===== config.mk =====
export PLATFORM = sky130hd
export DESIGN_NAME = rssi_moving_average_level
export DESIGN_NICKNAME = d
export VERILOG_FILES = /design/src/rtl/rma_pkg.sv /design/src/rtl/rma_datapath.sv /design/src/rtl/rma_ctrl.sv /design/src/rtl/rssi_moving_average_level.sv
export SDC_FILE = /design/constraint.sdc
export NUM_CORES = 1
export LEC_CHECK = 0
export ABC_AREA = 0
export BUFFER_PORTS_ARGS = -buffer_cell sky130_fd_sc_hd__buf_2
export CAP_MARGIN = 20
export CELL_PAD_IN_SITES_DETAIL_PLACEMENT = 1
export CELL_PAD_IN_SITES_GLOBAL_PLACEMENT = 1
export CORE_ASPECT_RATIO = 1.2
export CORE_UTILIZATION = 47
export CTS_BUF_LIST = sky130_fd_sc_hd__clkbuf_4
export DETAILED_ROUTE_END_ITERATION = 6
export PLACE_DENSITY = 0.83
export REMOVE_ABC_BUFFERS = 1
export SLEW_MARGIN = 25
export SYNTH_ARGS = -nofsm -noshare
export SYNTH_HDL_FRONTEND = slang
export SYNTH_SLANG_ARGS = --single-unit
export TNS_END_PERCENT = 100

===== constraint.sdc =====
create_clock -name clk -period 3.2 [get_ports clk]
set_input_delay 0.64 -clock clk [delete_from_list [all_inputs] [get_ports clk]]
set_output_delay 0.64 -clock clk [all_outputs]
set_load 0.02 [all_outputs]

===== src/rtl/rma_pkg.sv =====
// shared types and constants for the signal-strength moving average and level block
package rma_pkg;

	localparam int RMA_WINDOW = 5;

	localparam int SAMPLE_W = 8;
	localparam int LEVEL_W  = 3;
	localparam int CFG_IDX_W = 2;

	// configuration register indexes
	localparam logic [CFG_IDX_W-1:0] CFG_THR_LEVEL4 = 2'd0;
	localparam logic [CFG_IDX_W-1:0] CFG_THR_LEVEL3 = 2'd1;
	localparam logic [CFG_IDX_W-1:0] CFG_THR_LEVEL2 = 2'd2;
	localparam logic [CFG_IDX_W-1:0] CFG_THR_LEVEL1 = 2'd3;

	localparam logic signed [SAMPLE_W-1:0] THR_LEVEL4_RST = -8'sd55;
	localparam logic signed [SAMPLE_W-1:0] THR_LEVEL3_RST = -8'sd65;
	localparam logic signed [SAMPLE_W-1:0] THR_LEVEL2_RST = -8'sd75;
	localparam logic signed [SAMPLE_W-1:0] THR_LEVEL1_RST = -8'sd85;

	localparam logic [LEVEL_W-1:0] LEVEL_0 = 3'd0;
	localparam logic [LEVEL_W-1:0] LEVEL_1 = 3'd1;
	localparam logic [LEVEL_W-1:0] LEVEL_2 = 3'd2;
	localparam logic [LEVEL_W-1:0] LEVEL_3 = 3'd3;
	localparam logic [LEVEL_W-1:0] LEVEL_4 = 3'd4;

	typedef struct packed {
		logic                       sample_valid;
		logic signed [SAMPLE_W-1:0] rssi_sample;
	} rma_in_t;

	typedef struct packed {
		logic                       average_valid;
		logic signed [SAMPLE_W-1:0] average_rssi;
		logic [LEVEL_W-1:0]         strength_level;
	} rma_out_t;

	// controller to datapath
	typedef struct packed {
		logic start_valid;
		logic start_invalid;
		logic sum_step;
		logic div_load;
		logic div_step;
		logic out_load;
	} rma_cmd_t;

	// datapath to controller
	typedef struct packed {
		logic sum_last;
		logic div_last;
	} rma_sts_t;

endpackage


===== src/rtl/rma_datapath.sv =====
// sample ring, serial accumulator, bit-serial divider, threshold registers and result register
module rma_datapath import rma_pkg::*; #(
	parameter int WINDOW = RMA_WINDOW
) (
	input  logic                  clk,
	input  logic                  arst_n,
	input  rma_cmd_t              cmd,
	output rma_sts_t              sts,
	input  logic signed [SAMPLE_W-1:0] sample,
	input  logic                  cfg_we,
	input  logic [CFG_IDX_W-1:0]  cfg_index,
	input  logic [SAMPLE_W-1:0]   cfg_data,
	output rma_out_t              result
);

	localparam int IDX_W  = (WINDOW > 1) ? $clog2(WINDOW) : 1;
	localparam int CNT_W  = $clog2(WINDOW + 1);
	localparam int SUM_W  = SAMPLE_W + 1 + $clog2(WINDOW);
	localparam int MAG_W  = SUM_W;
	localparam int STEP_W = $clog2(MAG_W);

	logic signed [SAMPLE_W-1:0] ring_q [WINDOW];
	logic [IDX_W-1:0]           wr_idx_q;
	logic [IDX_W-1:0]           rd_idx_q;
	logic [CNT_W-1:0]           count_q;
	logic                       item_valid_q;
	logic signed [SUM_W-1:0]    acc_q;
	logic [MAG_W-1:0]           mag_q;
	logic [CNT_W-1:0]           rem_q;
	logic                       neg_q;
	logic [STEP_W-1:0]          step_q;
	logic signed [SAMPLE_W-1:0] thr4_q, thr3_q, thr2_q, thr1_q;
	rma_out_t                   result_q;

	logic signed [SAMPLE_W-1:0] rd_sample;
	logic [CNT_W:0]             rem_sh;
	logic [CNT_W:0]             div_diff;
	logic                       div_ge;
	logic [MAG_W-1:0]           quo_signed;
	logic signed [SAMPLE_W-1:0] avg;
	logic [LEVEL_W-1:0]         level;

	assign rd_sample = ring_q[rd_idx_q];

	assign sts.sum_last = (rd_idx_q == IDX_W'(count_q - CNT_W'(1)));
	assign sts.div_last = (step_q == STEP_W'(MAG_W - 1));

	// restoring division, one quotient bit per cycle
	assign rem_sh   = {rem_q, mag_q[MAG_W-1]};
	assign div_diff = rem_sh - {1'b0, count_q};
	assign div_ge   = (rem_sh >= {1'b0, count_q});

	// negate the magnitude quotient back for truncation toward zero
	assign quo_signed = neg_q ? (~mag_q + MAG_W'(1)) : mag_q;
	assign avg        = quo_signed[SAMPLE_W-1:0];

	always_comb begin
		if (avg >= thr4_q) begin
			level = LEVEL_4;
		end else if (avg >= thr3_q) begin
			level = LEVEL_3;
		end else if (avg >= thr2_q) begin
			level = LEVEL_2;
		end else if (avg >= thr1_q) begin
			level = LEVEL_1;
		end else begin
			level = LEVEL_0;
		end
	end

	always_ff @(posedge clk) begin
		if (cmd.start_valid) begin
			ring_q[wr_idx_q] <= sample;
		end
	end

	always_ff @(posedge clk or negedge arst_n) begin
		if (!arst_n) begin
			wr_idx_q <= '0;
			count_q  <= '0;
		end else if (cmd.start_invalid) begin
			wr_idx_q <= '0;
			count_q  <= '0;
		end else if (cmd.start_valid) begin
			wr_idx_q <= (wr_idx_q == IDX_W'(WINDOW - 1)) ? '0 : wr_idx_q + IDX_W'(1);
			if (count_q != CNT_W'(WINDOW)) begin
				count_q <= count_q + CNT_W'(1);
			end
		end
	end

	always_ff @(posedge clk or negedge arst_n) begin
		if (!arst_n) begin
			thr4_q <= THR_LEVEL4_RST;
			thr3_q <= THR_LEVEL3_RST;
			thr2_q <= THR_LEVEL2_RST;
			thr1_q <= THR_LEVEL1_RST;
		end else if (cfg_we) begin
			case (cfg_index)
				CFG_THR_LEVEL4: thr4_q <= cfg_data;
				CFG_THR_LEVEL3: thr3_q <= cfg_data;
				CFG_THR_LEVEL2: thr2_q <= cfg_data;
				CFG_THR_LEVEL1: thr1_q <= cfg_data;
				default: ;
			endcase
		end
	end

	always_ff @(posedge clk) begin
		if (cmd.start_valid || cmd.start_invalid) begin
			item_valid_q <= cmd.start_valid;
			acc_q        <= '0;
			rd_idx_q     <= '0;
		end
		if (cmd.sum_step) begin
			acc_q    <= acc_q + {{(SUM_W-SAMPLE_W){rd_sample[SAMPLE_W-1]}}, rd_sample};
			rd_idx_q <= rd_idx_q + IDX_W'(1);
		end
		if (cmd.div_load) begin
			neg_q  <= acc_q[SUM_W-1];
			mag_q  <= acc_q[SUM_W-1] ? MAG_W'(-acc_q) : MAG_W'(acc_q);
			rem_q  <= '0;
			step_q <= '0;
		end
		if (cmd.div_step) begin
			rem_q  <= div_ge ? div_diff[CNT_W-1:0] : rem_sh[CNT_W-1:0];
			mag_q  <= {mag_q[MAG_W-2:0], div_ge};
			step_q <= step_q + STEP_W'(1);
		end
		if (cmd.out_load) begin
			if (item_valid_q) begin
				result_q.average_valid  <= 1'b1;
				result_q.average_rssi   <= avg;
				result_q.strength_level <= level;
			end else begin
				result_q.average_valid  <= 1'b0;
				result_q.average_rssi   <= '0;
				result_q.strength_level <= LEVEL_0;
			end
		end
	end

	assign result = result_q;

endmodule


===== src/rtl/rma_ctrl.sv =====
// controller for one poll: accept, accumulate, divide, hand over the result beat
module rma_ctrl import rma_pkg::*; (
	input  logic     clk,
	input  logic     arst_n,
	input  logic     in_valid,
	output logic     in_ready,
	input  logic     sample_valid,
	output logic     out_valid,
	input  logic     out_ready,
	output rma_cmd_t cmd,
	input  rma_sts_t sts
);

	typedef enum logic [2:0] {
		ST_IDLE,
		ST_SUM,
		ST_DLOAD,
		ST_DIV,
		ST_FIN
	} state_t;

	state_t state_q;
	logic   out_valid_q;
	logic   out_free;
	logic   accept;

	assign in_ready  = (state_q == ST_IDLE);
	assign accept    = in_valid && in_ready;
	assign out_free  = !out_valid_q || out_ready;
	assign out_valid = out_valid_q;

	always_comb begin
		cmd               = '0;
		cmd.start_valid   = accept && sample_valid;
		cmd.start_invalid = accept && !sample_valid;
		cmd.sum_step      = (state_q == ST_SUM);
		cmd.div_load      = (state_q == ST_DLOAD);
		cmd.div_step      = (state_q == ST_DIV);
		cmd.out_load      = (state_q == ST_FIN) && out_free;
	end

	always_ff @(posedge clk or negedge arst_n) begin
		if (!arst_n) begin
			state_q     <= ST_IDLE;
			out_valid_q <= 1'b0;
		end else begin
			// a new result beat replaces the one leaving in the same cycle
			if (cmd.out_load) begin
				out_valid_q <= 1'b1;
			end else if (out_ready) begin
				out_valid_q <= 1'b0;
			end
			case (state_q)
				ST_IDLE: begin
					if (accept) begin
						state_q <= sample_valid ? ST_SUM : ST_FIN;
					end
				end
				ST_SUM: begin
					if (sts.sum_last) begin
						state_q <= ST_DLOAD;
					end
				end
				ST_DLOAD: begin
					state_q <= ST_DIV;
				end
				ST_DIV: begin
					if (sts.div_last) begin
						state_q <= ST_FIN;
					end
				end
				ST_FIN: begin
					// wait until the previous result beat has left
					if (out_free) begin
						state_q <= ST_IDLE;
					end
				end
				default: begin
					state_q <= ST_IDLE;
				end
			endcase
		end
	end

endmodule


===== src/rtl/rssi_moving_average_level.sv =====
// Signal-strength moving average with a five-way level quantizer: a valid poll is
// stored in a ring of WINDOW samples, the stored samples are summed one per cycle,
// the sum is divided by their count one quotient bit per cycle (truncating toward
// zero) and the mean is compared against four programmable thresholds. A valid
// poll passes through the states ST_SUM, ST_DLOAD, ST_DIV and ST_FIN; the sum runs over
// count stored samples (1 to WINDOW) and the divide over MAG_W = 9 + clog2(WINDOW)
// quotient bits. An invalid poll goes straight to ST_FIN, empties the ring and
// returns level 0 with the average marked invalid. A result waiting at the output
// does not hold off the next poll until it is itself done.
// Threshold writes are taken in any cycle and should only be made while idle.
module rssi_moving_average_level import rma_pkg::*; #(
	parameter int WINDOW = RMA_WINDOW
) (
	input  logic                 clk,
	input  logic                 arst_n,
	input  logic                 in_valid,
	output logic                 in_ready,
	input  rma_in_t              in_data,
	output logic                 out_valid,
	input  logic                 out_ready,
	output rma_out_t             out_data,
	input  logic                 cfg_valid,
	output logic                 cfg_ready,
	input  logic [CFG_IDX_W-1:0] cfg_index,
	input  logic [SAMPLE_W-1:0]  cfg_data
);

	rma_cmd_t cmd;
	rma_sts_t sts;

	assign cfg_ready = 1'b1;

	rma_ctrl u_ctrl (
		.clk          (clk),
		.arst_n       (arst_n),
		.in_valid     (in_valid),
		.in_ready     (in_ready),
		.sample_valid (in_data.sample_valid),
		.out_valid    (out_valid),
		.out_ready    (out_ready),
		.cmd          (cmd),
		.sts          (sts)
	);

	rma_datapath #(
		.WINDOW (WINDOW)
	) u_datapath (
		.clk       (clk),
		.arst_n    (arst_n),
		.cmd       (cmd),
		.sts       (sts),
		.sample    (in_data.rssi_sample),
		.cfg_we    (cfg_valid && cfg_ready),
		.cfg_index (cfg_index),
		.cfg_data  (cfg_data),
		.result    (out_data)
	);

endmodule


==> impl_metrics.ini, run 1 <==
[outcome]
status = complete, no violations

[setup_path]
crit_type = flop to flop
r2r_end = u_datapath.result[0]
r2r_cells = 9
cp-end-kind = flop
cp-start-kind = flop
rrSetupSlack_ps = 140
crit_fanout = 5
r2r_start = u_datapath.mag_q[2]
cp.arrival_ps = 3450
cp.required_ps = 3590

[logic_synthesis]
synth_edf_count = 88
ys_types = 59
synth_top_area_share = 0.377
synth_top_area_cell = edfxtp_1
synth_ff_type = edfxtp_1
synthArstFlopShare = 0.316
yosys-top-cells-area = edfxtp_1, ha_1, dfstp_2, dfrtp_1, mux2_2
synthTopCellsByCount = edfxtp_1, ha_1, inv_1, nor2_1, nand2_1
syn_inst = 584
synth_seq_cells = 133
synth_seq_area_share = 0.539
syn_area_per_cell_sq_um = 12.0
ys_warn_count = 0
synth_area_sq_mm = 0.00701
yosysMostFrequentCell = edfxtp_1

[placement]
dp.cells = 826
io_buffer_count = 37
hpwl_microns = 11300
gp_congestion = 0.817
place_ws_ps = 120

[routing]
drt_iter0_markers = 232
postRouteAntennaNets = 0
vias_per_cell = 5.43
wl_per_cell_microns = 17.4
via_count = 4668
wirelength_microns = 14900
drc = 0
first_pass_iters = 4

[clock_network]
insertion_delay_ps = 550
clk_pin_slew_ps = 140
cts.sinks = 133
h-tree-depth = 4
clk_path_buf_depth = 2
cts-root-buf = clkbuf_4
numCtsBuffers = 17
cts_tree = done

[sta]
finalHoldViolCount = 0
slew_violations = 0
slew_headroom = 0.512
fin_crit_ps = 3060
setup_ws_ps = 144
skew_ps = 18.1
max_clock_freq_mhz = 327
tightest_slew_ps = 730
rsz0062_at_grt = true
whs_ps = 61.4
post-route-period-util = 0.955
setup-violations-final = 0

[global_routing]
track_usage = 0.213
grt_max_degree = 43
first_global_vias = 5140
grt_antenna_before_repair = 1
grt-ovfl-total = 0
grt_pass1_wl_microns = 25000

[final_layout]
final_cells = 859
fillers = 1509
nets = 726
multi_input_comb_area_sq_mm = 0.00303
drive_above_1_share = 0.252
area_growth_pct = 12.0
seq_area_sq_mm = 0.00378
fin_util = 0.543

[power_and_ir_drop]
ir_worst_vdd_v = 0.000423
p_per_area_mw_per_mm2 = 1040
finalPower_mw = 8.20
p_leak_nw = 3.19

[floorplanning]
rows = 48
die_area_sq_mm = 0.0154
die_h_microns = 136
start_util = 0.485
num_io_pins = 39
fp.dieW_microns = 114
core_sq_mm = 0.0145

[run]
max_cap_viol_count = 0

[min_path]
worst_hold_path_type = primary input to async pin
==> how the worst max path moves through the flow <==
| stage | startpoint | end | depth (start not counted) |
|---|---|---|---|
| after floorplan | flop | u_datapath.acc_q[8] | 10 |
| after global placement | flop | u_datapath.acc_q[8] | 10 |
| after detailed placement | flop | u_datapath.acc_q[8] | 10 |
| after global routing | u_datapath.mag_q[0] | u_datapath.result[0] | 11 |
| final | u_datapath.mag_q[2] | u_datapath.result[0] | 9 |
| after CTS | flop | u_datapath.acc_q[8] | 10 |
==> cells by family (layout without fill, tap and decap cells) <==
| group | count (synthesis) | count (layout) | share of synthesized area |
|---|---|---|---|
| AND/OR/NAND/NOR | 145 | 145 | 0.102 |
| flip-flops | 133 | 133 | 0.539 |
| AO/OA/AOI/OAI | 110 | 110 | 0.0981 |
| buffers and inverters | 63 | 137 | 0.0350 |
| adder cells (fa/ha/maj) | 57 | 57 | 0.104 |
| multiplexers | 44 | 44 | 0.0833 |
| XOR/XNOR | 31 | 31 | 0.0387 |
| other | 1 | 2 | 0.000535 |
==> layer usage <==
layer | vias to the layer above | share of wire | global-route usage | wire length (microns)
met2 | 82 | 0.55 | 0.402 | 8180
met4 | 0 | 0.039 | 0.112 | 576
met3 | 44 | 0.029 | 0.0499 | 428
met1 | 2303 | 0.38 | 0.217 | 5740
met5 | - | 0 | 0 | 0
li1 | 2239 | - | - | -
==> cell usage in the layout, fill, tap and decap left out, drive strengths merged, types with 4 or more instances in the layout <==
master,netlist,final
mux4,8,8
xor2,12,12
dfstp,21,21
inv,49,57
nor4,5,5
a21oi,30,30
o21ai,35,35
ha,55,55
xnor2,19,19
mux2,35,35
buf,3,56
nand2b,8,8
a211oi,8,8
nand2,38,38
clkbuf,11,18
edfxtp,88,88
nor3,4,4
dfrtp,21,21
a21o,7,7
o21a,4,4
nor2b,6,6
o31ai,7,7
nor2,47,47
and2,12,12
nand3,6,6
==> registers in the layout, indices dropped and copies added, names as in the netlist, named ones only <==
register                 count
u_datapath.wr_idx_q          3
u_datapath.neg_q             1
u_ctrl.out_valid             1
u_datapath.rem_q             3
u_datapath.thr1_q            8
u_datapath.step_q            4
u_datapath.thr4_q            8
u_datapath.ring_q           40
u_datapath.thr2_q            8
u_datapath.thr3_q            8
u_datapath.count_q           3
u_datapath.mag_q            12
u_datapath.item_valid_q      1
u_datapath.result           12
u_datapath.acc_q            12
u_ctrl.state_q               3
u_datapath.rd_idx_q          3
==> critical path, stage by stage, from the launching register on <==
cell,delay (ps)
edfxtp_1,480
or3_1,460
o31ai_2,330
xnor2_2,180
ha_1,370
nand2_1,70
or4_1,530
nand4b_1,120
o211ai_1,120
a211oi_1,250
==> per-stage QoR <==
stage               setup TNS (ps)  area [sq um]
floorplan                        0          6950
finish                           0          7860
global route                 -64.1          7860
CTS                              0          7810
global placement                 0          7530
detailed placement               0          7530
==> repair_timing <==
item / 4_1_cts / 5_1_grt
gates resized for setup: 0 / 11
hold buffers: 0 / 0
setup buffers: 0 / 0
setup endpoints to repair: 0 / 6
==> final cells by class <==
cell class	count	share of cell area
Clock buffer	18	0.0172
Clock inverter	14	0.0181
Sequential cell	133	0.481
Timing Repair Buffer	56	0.0420
Antenna cell	1	0.000318
Multi-Input combinational cell	388	0.386
Inverter	49	0.0234
Tap cell	200	0.0318
==> where the power goes <==
group | total (mW) | switching [mW] | internal (mW) | leakage (nW)
registers | 2.94 | 0.434 | 2.50 | 1.33
clock network | 1.11 | 0.695 | 0.417 | 0.143
logic | 4.15 | 2.30 | 1.85 | 1.72
Power figures use the tool's default switching activity.
==> inputs of run 2 (changes only) <==
--- a/config.mk
+++ b/config.mk
@@ -11,10 +11,10 @@
 export CELL_PAD_IN_SITES_DETAIL_PLACEMENT = 1
 export CELL_PAD_IN_SITES_GLOBAL_PLACEMENT = 1
 export CORE_ASPECT_RATIO = 1.2
-export CORE_UTILIZATION = 47
-export CTS_BUF_LIST = sky130_fd_sc_hd__clkbuf_4
+export CORE_UTILIZATION = 45
+export CTS_BUF_LIST = sky130_fd_sc_hd__clkbuf_4 sky130_fd_sc_hd__clkbuf_8 sky130_fd_sc_hd__clkbuf_16
 export DETAILED_ROUTE_END_ITERATION = 6
-export PLACE_DENSITY = 0.83
+export PLACE_DENSITY = 0.8
 export REMOVE_ABC_BUFFERS = 1
 export SLEW_MARGIN = 25
 export SYNTH_ARGS = -nofsm -noshare
==> run 2 against run 1 <==
  * Via count is 0.34% higher
  * Combinational power rose by 1%
  * Power rose by 10%
  * Non-clock buffer count unchanged
  * Critical path depth up 1
  * Hold slack better by 140 ps
  * Core utilization decreased by 0.25 points
  * Die area is 4.4% higher
  * Routed wire length grew 1.9%
  * Sequential power is essentially flat
  * Count of clock-buffer cells in the layout is 1 lower
  * Critical endpoint is now u_datapath.acc_q[8]
==> impl_metrics.ini, run 2 (synthesis results as in run 1) <==
[routing]
wl_per_cell_microns = 17.6
drt_iter0_markers = 208
wirelength_microns = 15200
postRouteAntennaNets = 0
via_count = 4684
vias_per_cell = 5.43
first_pass_iters = 4
drc = 0

[run]
max_cap_viol_count = 0

[final_layout]
final_cells = 862
mostFrequentLayoutCell = edfxtp_1
area_growth_pct = 16.2
nets = 726
drive_above_1_share = 0.251
fillers = 1583
layout_common_cells = edfxtp_1, ha_1, inv_1
multi_input_comb_area_sq_mm = 0.00303
seq_area_sq_mm = 0.00378
final_area_sq_mm = 0.00815
top_register = u_datapath.ring_q
largest_reg_flops = 40
insertedDiodeCount = 0

[global_routing]
track_usage = 0.212
grt_pass1_wl_microns = 25800
grt_max_degree = 43
met1_usage = 0.213
met3_usage = 0.0463
grt_busiest_layer = met2
first_global_vias = 5309
grt-ovfl-total = 0
grtUsageMet2 = 0.398
grt_antenna_before_repair = 0

[sta]
setup_ws_ps = 130
tns_ps = 0
setup-violations-final = 0
tightest_slew_ps = 627
slew_headroom = 0.579
finalHoldViolCount = 0
fin_crit_ps = 3070
skew_ps = 11.1
post-route-period-util = 0.959
max_clock_freq_mhz = 326
slew_violations = 0
rsz0062_at_grt = true

[power_and_ir_drop]
ir_worst_vdd_v = 0.000470
p_per_area_mw_per_mm2 = 1110
p_leak_nw = 3.33
finalPower_mw = 9.03

[setup_path]
cp.required_ps = 3370
cp-start-kind = flop
cp.arrival_ps = 3240
cp-end-kind = flop
rrSetupSlack_ps = 130
crit_fanout = 3
r2r_cells = 10
crit_type = flop to flop
r2r_end = u_datapath.acc_q[8]

[clock_network]
clk_pin_slew_ps = 70
postCtsHoldBufs = 0
numCtsBuffers = 17
h-tree-depth = 4
cts.sinks = 133
cts-root-buf = clkbuf_16
cts_tree = done
clk_path_buf_depth = 2
insertion_delay_ps = 430

[floorplanning]
die_area_sq_mm = 0.0161
num_io_pins = 39
fp.dieW_microns = 116
core_sq_mm = 0.0151
start_util = 0.465
die_h_microns = 139
rows = 49

[placement]
dp.cells = 829
hpwl_microns = 11200
io_buffer_count = 37
place_ws_ps = 62.5
postPlaceCellArea_sq_mm = 0.00753
gp_congestion = 0.831

[min_path]
worst_hold_path_type = primary input to async pin

[outcome]
status = complete, no violations
run 2: per-layer routing:
metal	part of all wire	up-vias
met3	0.025	34
met1	0.38	2342
li1	-	2235
met5	0	-
met2	0.57	73
met4	0.031	0
run 2: power by group:
part	leakage [nW]	switching, mW	internal [mW]
registers	1.33	0.434	2.51
clock network	0.286	0.852	1.04
logic	1.71	2.35	1.84
total	3.33	3.64	5.39
run 2: final cells by class:
type                    count  area share
multi-input cells         388       0.371
clock buffers              17      0.0522
flip-flops and latches    133       0.464
well taps                 204      0.0313
inverters                  49      0.0226
repair buffers             56      0.0405
clock inverters            15      0.0183
run 2: per-stage QoR:
step | utilization | hold slack, ps
final | 0.540 | 199
after floorplan | - | 344
after global routing | 0.540 | 223
after CTS | 0.538 | 378
after detailed placement | 0.499 | 494
after global placement | 0.499 | 492
run 2: how the worst max path moves through the flow:
stage / to / slack (ps) / from
2_1_floorplan: u_datapath.acc_q[8] / 20 / flop
3_3_place_gp: u_datapath.acc_q[8] / 140 / flop
3_5_place_dp: u_datapath.acc_q[8] / 60 / flop
4_1_cts: u_datapath.acc_q[9] / 30 / flop
5_1_grt: u_datapath.result[0] / -9 / u_datapath.mag_q[2]
6_report: u_datapath.acc_q[8] / 130 / flop
run 2: worst max-delay path, stage by stage (launching register included):
cell,delay [ps]
dfxtp_1,350
mux4_2,490
mux2_2,270
ha_1,220
fa_1,460
a211oi_2,270
o21ai_1,140
a21o_1,180
a21oi_1,190
xor2_1,180
nor2_1,60
run 2: what timing repair did:
| item | in CTS | in global routing |
|---|---|---|
| resized for setup | 1 | 9 |
| pin swaps | 0 | 2 |
| setup endpoints to repair | 1 | 7 |
| buffers inserted | 0 | 1 |
==> inputs of run 3 (changes only) <==
--- a/config.mk
+++ b/config.mk
@@ -19,5 +19,6 @@
 export SLEW_MARGIN = 25
 export SYNTH_ARGS = -nofsm -noshare
 export SYNTH_HDL_FRONTEND = slang
+export SYNTH_HIERARCHICAL = 1
 export SYNTH_SLANG_ARGS = --single-unit
 export TNS_END_PERCENT = 100
==> run 3 against run 2 <==
  * Synthesized area is 0.91% higher
  * Clock power is 4% higher
  * Critical path type unchanged
  * Sequential share of layout area is 0.064 points higher
==> impl_metrics.ini, run 3 <==
[placement]
hpwl_microns = 11400
gp_congestion = 0.793
io_buffer_count = 37

[setup_path]
crit_type = flop to flop
worst_path_max_delay_cell = a2111oi_0
path_delay_family = compound AO/OA/AOI/OAI gates
cp-start-kind = flop
crit_chain = inv_1, ha_1, nand2_1, o21ai_0, ha_1, a2111oi_0, o31a_1, o21a_1, a21oi_1
cp.required_ps = 3370
crit_fanout = 6
critPathMaxStageDelay_ps = 680
cpMostUsedCell = ha_1
cp_num_buf_inv = 1
cp-end-kind = flop
crit_cells = 9
cp.arrival_ps = 3290
r2r_cells = 9

[sta]
tightest_slew_ps = 754
post-route-period-util = 0.975
tns_ps = 0
max_clock_freq_mhz = 321
fin_crit_ps = 3120
setup-violations-final = 0
finalHoldViolCount = 0
slew_headroom = 0.484
skew_ps = 18.6
slew_violations = 0

[logic_synthesis]
synth_edf_count = 88
synthArstFlopShare = 0.316
syn_inst = 581
synth_seq_area_share = 0.534
ys_types = 62
synth_top_area_cell = edfxtp_1
synth_top_area_share = 0.373
ys_warn_count = 6
synth_area_sq_mm = 0.00708
syn_area_per_cell_sq_um = 12.2
synth_ff_type = edfxtp_1
synth_seq_cells = 133
yosys-top-cells-area = edfxtp_1, ha_1, dfstp_2, dfrtp_1, mux2_2
yosysMostFrequentCell = edfxtp_1
synthTopCellsByCount = edfxtp_1, ha_1, inv_1, nand2_1, o21ai_0

[final_layout]
drive_above_1_share = 0.224
layout_common_cells = edfxtp_1, ha_1, inv_1
nets = 715
fin_util = 0.535
insertedDiodeCount = 0
largest_reg_flops = 40
top_register = u_datapath/ring_q
area_growth_pct = 15.0
mostFrequentLayoutCell = edfxtp_1

[clock_network]
insertion_delay_ps = 430
cts_tree = done
cts.sinks = 133
postCtsHoldBufs = 0
numCtsBuffers = 17
postCtsSetupRepairBufs = 0
clk_path_buf_depth = 2
cts-root-buf = clkbuf_16
clk_pin_slew_ps = 60
h-tree-depth = 4

[global_routing]
grt_pass1_wl_microns = 26200
grt-ovfl-total = 0
grt_max_degree = 43
first_global_vias = 5353
track_usage = 0.214
grt_antenna_before_repair = 0

[floorplanning]
die_area_sq_mm = 0.0162
fp.dieW_microns = 116
num_io_pins = 39
core_sq_mm = 0.0152
start_util = 0.466
rows = 49
die_h_microns = 139

[run]
max_cap_viol_count = 0

[outcome]
status = complete, no violations

[power_and_ir_drop]
p_leak_nw = 3.37
p_per_area_mw_per_mm2 = 1060
ir_worst_vdd_v = 0.000745
finalPower_mw = 8.66

[routing]
postRouteAntennaNets = 0
first_pass_iters = 4
wl_per_cell_microns = 18.4
vias_per_cell = 5.48
drc = 0
drt_iter0_markers = 187
via_count = 4664
wirelength_microns = 15700

[min_path]
worst_hold_path_type = primary input to async pin
## run 3: changes by cell type after synthesis, sizes merged, moves of 5 or more
cell,previous run,this run
a21oi,30,17
nor2,47,34
nand2,38,45
mux2i,1,6
## run 3: kinds of logic (layout without fill, tap and decap cells)
kind of cell	Yosys count	count (layout)	synth area share
buf+inv	60	126	0.0348
simple gates	152	152	0.109
xor+xnor	29	29	0.0369
other cells	1	1	0.000530
mux	48	48	0.0928
compound gates	101	101	0.0891
fa+ha+maj	57	57	0.103
flops	133	133	0.534
## run 3: worst paths after layout
kind | startpoint | endpoint | slack (ps)
max in group asynchronous | arst_n | u_datapath/thr4_q[7] | 2610
worst min register to register | u_datapath/thr2_q[1] | u_datapath/thr2_q[1] | 520
worst max-delay path | u_datapath/mag_q[0] | u_datapath/result[1] | 80
worst min-delay path | arst_n | u_datapath/thr4_q[4] | 210
worst max register to register | u_datapath/mag_q[0] | u_datapath/result[1] | 80
min in group clk | in_data[5] | u_datapath/ring_q[3][5] | 440
## run 3: per-stage QoR
step / hold slack (ps) / instance area (sq um) / std cells / setup WS (ps)
finish: 214 / 8140 / 851 / 80.3
detailed placement: 501 / 7520 / 819 / 112
CTS: 389 / 8110 / 851 / 85.2
global placement: 489 / 7520 / 819 / 157
floorplan: 344 / 7010 / 569 / 11.1
global route: 233 / 8140 / 851 / -6.52
## run 3: layer usage
metal	track usage	vias up	wire [microns]
met2	0.415	72	9070
met5	0	-	0
met3	0.0436	31	303
met1	0.212	2344	5910
li1	-	2217	-
met4	0.0897	0	393
## run 3: final cells by class
type                            instances  area, sq um
Fill cell                            1619         7060
Clock buffer                           17          425
Inverter                               48          180
Clock inverter                         15          169
Multi-Input combinational cell        388         3070
Sequential cell                       133         3780
Timing Repair Buffer                   46          259
Tap cell                              204          255
## run 3: repair_timing
item | CTS | global route
hold endpoints to repair | 0 | 0
endpoints found under the setup margin | 0 | 7
resized for setup | 0 | 6
## run 3: worst register-to-register path, cell delays in order (launching register included)
cell       delay, ps
edfxtp_1         410
inv_1            240
ha_1             280
nand2_1           60
o21ai_0          270
ha_1             390
a2111oi_0        680
o31a_1           300
o21a_1           160
a21oi_1           70
## run 3: power breakdown
group / internal (mW) / switching [mW]
logic: 1.66 / 2.16
registers: 2.49 / 0.383
clock network: 1.17 / 0.795
total: 5.32 / 3.34
